===== src/hw/rtl/rdl_pkg.sv =====
package rdl_pkg;

  // Field widths of the stream payload.
  localparam int CIPHER_W = 16;
  localparam int PLAIN_W  = 16;
  localparam int CODE_W   = 7;

  // Step counter: wide enough to walk the cipher bits during the reduction.
  localparam int CNT_W = $clog2(CIPHER_W);

  // Configuration register indexes.
  localparam int CFG_IDX_W = 2;
  localparam logic [CFG_IDX_W-1:0] CFG_PRIME_P  = 2'd0;
  localparam logic [CFG_IDX_W-1:0] CFG_PRIME_Q  = 2'd1;
  localparam logic [CFG_IDX_W-1:0] CFG_EXPONENT = 2'd2;

  // Letter mapping constants.
  localparam logic [PLAIN_W-1:0] LETTER_LOW  = 16'd1;
  localparam logic [PLAIN_W-1:0] LETTER_HIGH = 16'd26;
  localparam logic [PLAIN_W-1:0] SPACE_CODE  = 16'd32;
  localparam logic [CODE_W-1:0]  ASCII_A     = 7'h61;
  localparam logic [CODE_W-1:0]  ASCII_SPACE = 7'h20;

  typedef struct packed {
    logic [CODE_W-1:0] code;
    logic              not_letter;
  } letter_t;

  // Maps a plain value to a lowercase letter, a space, or the not-letter flag.
  function automatic letter_t letter_map(input logic [PLAIN_W-1:0] v);
    letter_t res;
    logic [PLAIN_W-1:0] offs;
    offs           = v - LETTER_LOW;
    res.code       = '0;
    res.not_letter = 1'b1;
    if (v >= LETTER_LOW && v <= LETTER_HIGH) begin
      res.code       = ASCII_A + offs[CODE_W-1:0];
      res.not_letter = 1'b0;
    end else if (v == SPACE_CODE) begin
      res.code       = ASCII_SPACE;
      res.not_letter = 1'b0;
    end
    return res;
  endfunction

endpackage


===== src/hw/rtl/rsa_decrypt_to_letter_top.sv =====
// Each item passes a setup step, a bit-serial reduction of the cipher value modulo p*q, and
// one square-and-multiply round per exponent bit on NW = min(MOD_WIDTH, 16) bit operands.
// Items are handled one at a time; the next input is taken as soon as the result is parked
// in the output register. The time per item is set by the bit-serial reduction and multipliers.
// Reset (rst, synchronous, active high) returns the primes to 3 and 11, the exponent to 7,
// and empties the datapath and the output register.
module rsa_decrypt_to_letter_top
  import rdl_pkg::*;
#(
  parameter int MOD_WIDTH = 16
) (
  input  logic                 clk,
  input  logic                 rst,
  // Configuration write channel.
  input  logic                 cfg_valid,
  output logic                 cfg_ready,
  input  logic [CFG_IDX_W-1:0] cfg_index,
  input  logic [15:0]          cfg_data,
  // Input stream.
  input  logic                 s_tvalid,
  output logic                 s_tready,
  input  logic [15:0]          s_tdata,   // [15:0] cipher_value
  // Output stream.
  output logic                 m_tvalid,
  input  logic                 m_tready,
  output logic [23:0]          m_tdata,   // [15:0] plain_value, [22:16] char_code, [23] zero
  output logic                 m_tuser    // [0] not_letter
);

  // The modulus p*q never exceeds 16 bits, so the datapath is at most that wide.
  localparam int NW = (MOD_WIDTH < 16) ? MOD_WIDTH : 16;

  localparam logic [2:0] ST_IDLE  = 3'd0;
  localparam logic [2:0] ST_SETUP = 3'd1;
  localparam logic [2:0] ST_RED   = 3'd2;
  localparam logic [2:0] ST_CHECK = 3'd3;
  localparam logic [2:0] ST_MUL   = 3'd4;
  localparam logic [2:0] ST_DONE  = 3'd5;

  // One step of an interleaved modular multiply: r = (2r + din*b) mod n.
  // With r and b below n the sum stays below 3n, so at most two subtractions
  // of n are needed, and both candidates are formed side by side.
  function automatic logic [NW-1:0] mod_step(input logic [NW-1:0] r, input logic din,
                                             input logic [NW-1:0] b, input logic [NW-1:0] n);
    logic [NW+1:0] t;
    logic [NW+1:0] n1;
    logic [NW+1:0] n2;
    t  = {1'b0, r, 1'b0} + (din ? {2'b00, b} : '0);
    n1 = {2'b00, n};
    n2 = {1'b0, n, 1'b0};
    if (t >= n2) begin
      return NW'(t - n2);
    end else if (t >= n1) begin
      return NW'(t - n1);
    end
    return NW'(t);
  endfunction

  // Configuration registers.
  logic [7:0]  prime_p;
  logic [7:0]  prime_q;
  logic [15:0] private_exponent;

  // Datapath.
  logic [2:0]          state;
  logic [CNT_W-1:0]    cnt;
  logic [NW-1:0]       nmod;      // modulus latched for the current item
  logic [15:0]         expo;      // exponent, consumed least significant bit first
  logic [CIPHER_W-1:0] cshift;    // cipher bits fed MSB first into the reduction
  logic [NW-1:0]       acc;       // running power
  logic [NW-1:0]       base;      // running square
  logic [NW-1:0]       ma;        // serial multiplicand for acc*base
  logic [NW-1:0]       mb;        // serial multiplicand for base*base
  logic [NW-1:0]       r1;        // partial product of acc*base
  logic [NW-1:0]       r2;        // partial product of base*base, or cipher residue
  logic [NW-1:0]       r1_next;
  logic [NW-1:0]       r2_next;
  logic [15:0]         nprod;

  // Output register.
  logic                out_valid;
  logic [PLAIN_W-1:0]  out_plain;
  logic [CODE_W-1:0]   out_code;
  logic                out_nl;

  logic [PLAIN_W-1:0]  plain_final;
  letter_t             letter;
  logic                out_free;

  // Neither channel takes a transaction while reset is held.
  assign cfg_ready = !rst;
  assign s_tready  = !rst && (state == ST_IDLE);
  assign m_tvalid  = out_valid;
  assign m_tdata   = {1'b0, out_code, out_plain};
  assign m_tuser   = out_nl;

  assign nprod    = 16'(prime_p) * 16'(prime_q);
  assign out_free = !out_valid || m_tready;

  always_comb begin
    r1_next = mod_step(r1, ma[NW-1], base, nmod);
    if (state == ST_RED) begin
      r2_next = mod_step(r2, cshift[CIPHER_W-1], NW'(1), nmod);
    end else begin
      r2_next = mod_step(r2, mb[NW-1], base, nmod);
    end
  end

  // A zero modulus forces a zero result regardless of the arithmetic.
  assign plain_final = (nmod == '0) ? '0 : PLAIN_W'(acc);
  assign letter      = letter_map(plain_final);

  always_ff @(posedge clk) begin
    if (rst) begin
      prime_p          <= 8'd3;
      prime_q          <= 8'd11;
      private_exponent <= 16'd7;
    end else if (cfg_valid && cfg_ready) begin
      case (cfg_index)
        CFG_PRIME_P:  prime_p          <= cfg_data[7:0];
        CFG_PRIME_Q:  prime_q          <= cfg_data[7:0];
        CFG_EXPONENT: private_exponent <= cfg_data;
        default: ;
      endcase
    end
  end

  always_ff @(posedge clk) begin
    if (rst) begin
      state <= ST_IDLE;
      cnt   <= '0;
    end else begin
      case (state)
        ST_IDLE: begin
          if (s_tvalid) begin
            state <= ST_SETUP;
          end
        end
        ST_SETUP: begin
          cnt   <= '0;
          state <= ST_RED;
        end
        ST_RED: begin
          cnt <= cnt + 1'b1;
          if (cnt == CNT_W'(CIPHER_W - 1)) begin
            cnt   <= '0;
            state <= ST_CHECK;
          end
        end
        ST_CHECK: begin
          cnt <= '0;
          if (expo == '0 || nmod == '0) begin
            state <= ST_DONE;
          end else begin
            state <= ST_MUL;
          end
        end
        ST_MUL: begin
          cnt <= cnt + 1'b1;
          if (cnt == CNT_W'(NW - 1)) begin
            state <= ST_CHECK;
          end
        end
        ST_DONE: begin
          if (out_free) begin
            state <= ST_IDLE;
          end
        end
        default: state <= ST_IDLE;
      endcase
    end
  end

  // Payload registers of the datapath; no reset needed.
  always_ff @(posedge clk) begin
    case (state)
      ST_IDLE: begin
        if (s_tvalid) begin
          cshift <= s_tdata[CIPHER_W-1:0];
          expo   <= private_exponent;
        end
      end
      ST_SETUP: begin
        nmod <= nprod[NW-1:0];
        r2   <= '0;
      end
      ST_RED: begin
        r2     <= r2_next;
        cshift <= {cshift[CIPHER_W-2:0], 1'b0};
        if (cnt == CNT_W'(CIPHER_W - 1)) begin
          base <= r2_next;
          acc  <= (nmod == NW'(1)) ? '0 : NW'(1);
        end
      end
      ST_CHECK: begin
        ma <= acc;
        mb <= base;
        r1 <= '0;
        r2 <= '0;
      end
      ST_MUL: begin
        r1 <= r1_next;
        r2 <= r2_next;
        ma <= {ma[NW-2:0], 1'b0};
        mb <= {mb[NW-2:0], 1'b0};
        if (cnt == CNT_W'(NW - 1)) begin
          if (expo[0]) begin
            acc <= r1_next;
          end
          base <= r2_next;
          expo <= {1'b0, expo[15:1]};
        end
      end
      default: ;
    endcase
  end

  always_ff @(posedge clk) begin
    if (rst) begin
      out_valid <= 1'b0;
    end else if (state == ST_DONE && out_free) begin
      out_valid <= 1'b1;
    end else if (m_tready) begin
      out_valid <= 1'b0;
    end
  end

  always_ff @(posedge clk) begin
    if (state == ST_DONE && out_free) begin
      out_plain <= plain_final;
      out_code  <= letter.code;
      out_nl    <= letter.not_letter;
    end
  end

`ifndef ASSERT_OFF
  a_accept_starts: assert property (@(posedge clk) disable iff (rst)
    s_tvalid && s_tready |=> state == ST_SETUP)
    else $error("accepted item did not start the setup step");

  a_residues_reduced: assert property (@(posedge clk) disable iff (rst)
    (state == ST_MUL && nmod != '0) |-> (acc < nmod && base < nmod))
    else $error("running power or square not reduced below the modulus");

  a_cnt_bound: assert property (@(posedge clk) disable iff (rst)
    state == ST_MUL |-> cnt <= CNT_W'(NW - 1))
    else $error("multiply step counter out of range");

  a_flag_matches_code: assert property (@(posedge clk) disable iff (rst)
    m_tvalid |-> (m_tuser == (m_tdata[22:16] == '0)))
    else $error("not-letter flag disagrees with the character code");

  a_result_lower_than_modulus: assert property (@(posedge clk) disable iff (rst)
    (state == ST_DONE && nmod != '0) |-> acc < nmod)
    else $error("result not reduced below the modulus");
`endif

endmodule

===== config.mk =====
export PLATFORM = sky130hd
export DESIGN_NAME = rsa_decrypt_to_letter_top
export DESIGN_NICKNAME = d
export VERILOG_FILES = /design/src/hw/rtl/rdl_pkg.sv /design/src/hw/rtl/rsa_decrypt_to_letter_top.sv
export SDC_FILE = /design/constraint.sdc
export NUM_CORES = 1
export LEC_CHECK = 0
export ABC_AREA = 1
export BUFFER_PORTS_ARGS = -buffer_cell sky130_fd_sc_hd__buf_4
export CAP_MARGIN = 20
export CORE_MARGIN = 2
export CORE_UTILIZATION = 64
export CTS_CLUSTER_SIZE = 14
export DETAILED_ROUTE_END_ITERATION = 10
export PLACE_DENSITY = 0.79
export SYNTH_ARGS = -nofsm -noshare
export SYNTH_HDL_FRONTEND = slang
export SYNTH_SLANG_ARGS = --single-unit

===== constraint.sdc =====
create_clock -name clk -period 5.4 [get_ports clk]
set_input_delay 0.81 -clock clk [delete_from_list [all_inputs] [get_ports clk]]
set_output_delay 0.81 -clock clk [all_outputs]
set_load 0.005 [all_outputs]

==> impl_metrics.env <==
export IMPL_reg2reg_slack_ns=0.55
export IMPL_worst_pin_slew_ns=0.930
export IMPL_finalSetupTns_ns=0
export IMPL_timing_final_crit_period_ns=4.85
export IMPL_grt_pass1_vias=15824
export IMPL_cts_htree_levels=1
export IMPL_cp_common_cell="nand2_1"
export IMPL_fp_dieW_um=175
export IMPL_max_stage_delay_ns=0.62
export IMPL_setup_violations=0
export IMPL_slew_violations=0
export IMPL_cts_sink_count=208
export IMPL_dp_cells=2976
export IMPL_syn_avg_cell_area_um2=7.24
export IMPL_start_util_pct=65.0
export IMPL_clock_tree_root_cell="clkbuf_16"
export IMPL_synthDistinctLibCells=58
export IMPL_io_pins=67
export IMPL_leakage_nw=10.4
export IMPL_yosysSeqAreaShare_pct=31.3
export IMPL_min_from="private_exponent[15]"
export IMPL_gp_congestion=1.08
export IMPL_grt_use_total_pct=33.8
export IMPL_reg2reg_to="r1[1]"
export IMPL_finalHoldViolations=0
export IMPL_reg2reg_from="ma[15]"
export IMPL_slew_headroom_pct=37.5
export IMPL_antenna_left=0
export IMPL_syn_area_um2=18700
export IMPL_wl_um=52400
export IMPL_required_ns=5.71
export IMPL_fillers=2496
export IMPL_drc=0
export IMPL_cp_max_fo=24
export IMPL_antenna_found_initial=0
export IMPL_register_area_um2=5850
export IMPL_arrival_ns=5.16
export IMPL_dpl_hpwl_um=40500
export IMPL_skew_ns=0.0327
export IMPL_grt_max_degree=67
export IMPL_layout_drive_gt1_share_pct=7.90
export IMPL_critPathSlowestCell="edfxtp_1"
export IMPL_cts_resized=0
export IMPL_critPathLaunchType="flop"
export IMPL_antennaDiodeCount=0
export IMPL_min_to="private_exponent[15]"
export IMPL_hp_class="flop to flop"
export IMPL_rows=62
export IMPL_ff2ff_path_depth=25
export IMPL_drtIter0Drc=1739
export IMPL_min_path_cells=2
export IMPL_overflow=0
export IMPL_ys_top_cells_by_area="edfxtp_1 27%, nand2_1 16%, ha_1 11%, inv_1 7.7%, fa_1 4.7%"
export IMPL_synth_edf_count=168
export IMPL_post_drt_via_cell_ratio=5.70
export IMPL_status="finished clean"
export IMPL_synth_top_area_share_pct=27.0
export IMPL_numPortBuffers=65
export IMPL_maxCapViolations=0
export IMPL_syn_nets=2825
export IMPL_die_h_um=175
export IMPL_clock_path_buffers=3
export IMPL_fin_cells=3017
export IMPL_ys_warnings_count=0
export IMPL_holdBufCountCts=0
export IMPL_clk_latency_ns=0.54
export IMPL_crit_type="flop to flop"
export IMPL_rsz0062_at_grt="no"
export IMPL_core_um2=28700
export IMPL_cp_end_kind="flop"
export IMPL_grt_pass1_wl_um=82000
export IMPL_synth_seq_cells=208
export IMPL_vias=17184
export IMPL_fin_nets=2863
export IMPL_fin_crit_sh_pct=89.8
export IMPL_post_synth_top_area_cell="edfxtp_1"
export IMPL_vdd_ir_drop_max_mv=0.372
export IMPL_postCtsSetupBuffers=0
export IMPL_power_density_nw_per_um2=650
export IMPL_synthArstFlopShare_pct=0
export IMPL_fin_util_pct=70.1
export IMPL_dieArea_um2=30600
export IMPL_syn_inst=2579
export IMPL_first_pass_iters=6
export IMPL_ys_flop_type="edfxtp_1"
export IMPL_area_growth_pct=7.83
export IMPL_cts_buffers=23
export IMPL_max_freq_mhz=206
export IMPL_avgRoutedWirePerCell_um=17.4
export IMPL_clkTransAtPathRegs_ns=0.06
export IMPL_multi_input_comb_area_um2=11000
export IMPL_cts_tree="yes"
[per-layer routing]
layer | vias to the layer above | share of wire, % | global-route usage (%)
met4 | 0 | 3.7 | 11.4
met1 | 7968 | 41 | 45.1
met5 | - | 0 | 0
li1 | 8364 | - | -
met3 | 136 | 9.3 | 6.01
met2 | 716 | 46 | 55.9
[state kept, by name, indices dropped and copies added, names as in the netlist]
signal and flops:
acc 16, base 16, cnt 4, cshift 16, expo 16, m_tuser 1
m_tvalid 1, ma 16, mb 16, nmod 16, out_code 7, out_plain 16
prime_p 8, prime_q 8, private_exponent 16, r1 16, r2 16, state 3
[worst max-delay path by stage]
stage              from     end  cells past startpoint
6_report         ma[15]   r1[1]                     25
5_1_grt          ma[15]   r1[1]                     22
4_1_cts          ma[15]   r1[1]                     25
3_5_place_dp     ma[15]   r1[3]                     24
3_3_place_gp     ma[15]  acc[1]                     25
2_1_floorplan  state[0]   ma[0]                      4
[worst max-delay path, delay by kind of cell (launching register included)]
family / cells / cell delay (ns)
AOI/OAI and AO/OA: 5 / 0.95
buffers and inverters: 2 / 0.15
and+or+nand+nor: 14 / 1.61
adders and majority gates: 3 / 0.94
xor gates and xnor gates: 1 / 0.39
DFF: 1 / 0.62
[where the power goes]
| group | internal (mW) | switching (mW) |
|---|---|---|
| combinational | 2.92 | 6.16 |
| clock | 0.865 | 0.653 |
| sequential | 2.21 | 0.283 |
| total | 6.00 | 7.09 |
[cells in the final DEF, fill, tap and decap left out, types with 3 or more instances in the layout]
master and count:
inv_1 384, nor4_1 6, a21oi_2 9, xnor2_1 37, buf_4 76, a21o_1 12
and3_1 3, edfxtp_1 168, xor2_1 52, nand2_2 19, nand3b_1 8, a21oi_1 130
inv_2 21, dfxtp_1 40, nand3_4 3, o21ai_2 4, o21ai_1 11, nor3_2 4
o21bai_1 8, nand2_4 5, nor2_2 6, nand4_1 29, ha_1 163, fa_1 44
nor2_1 208, clkbuf_16 23, nand3_2 9, clkinv_1 3, o21a_1 6, nor2_4 3
nand2_1 817, clkbuf_1 3, clkinv_2 6, o21ai_0 86, nor3_1 22, a31oi_1 10
nor2_8 4, nand3_1 162
[cells by family (layout without fill, tap and decap cells)]
kind of cell,count (synthesis),count (layout),share of synthesized area [%]
compound gates,290,290,8.66
buf+inv,470,524,10.0
simple gates,1314,1314,30.2
xor+xnor,89,89,4.18
other cells,1,1,0.0201
flops,208,208,31.3
fa+ha+maj,207,207,15.6
[final cells by class]
type,count,share of cell area [%]
multi-input cells,1901,54.5
well taps,384,2.39
clock buffers,28,3.05
clock inverters,13,0.559
inverters,407,7.60
flip-flops and latches,208,29.0
repair buffers,76,2.83
[per-stage QoR]
step | setup WS (ns) | power [mW] | area (µm²) | hold slack (ns)
2_1_floorplan | 0.837 | 9.13 | 18700 | 0.430
3_3_place_gp | 0.790 | 11.1 | 19400 | 0.451
3_5_place_dp | 0.643 | 11.2 | 19400 | 0.452
4_1_cts | 0.580 | 12.8 | 20100 | 0.462
5_1_grt | 0.173 | 14.1 | 20100 | 0.507
6_report | 0.552 | 13.1 | 20100 | 0.466
[synth_stat cells (22+ instances only)]
library cell	number
a21oi_1	130
clkbuf_1	41
dfxtp_1	40
edfxtp_1	168
fa_1	44
ha_1	163
inv_1	384
nand2_1	817
nand3_1	162
nand4_1	29
nor2_1	209
nor3_1	22
o21ai_0	88
xnor2_1	37
xor2_1	52
Note: power is estimated with default switching activity, not from simulation.
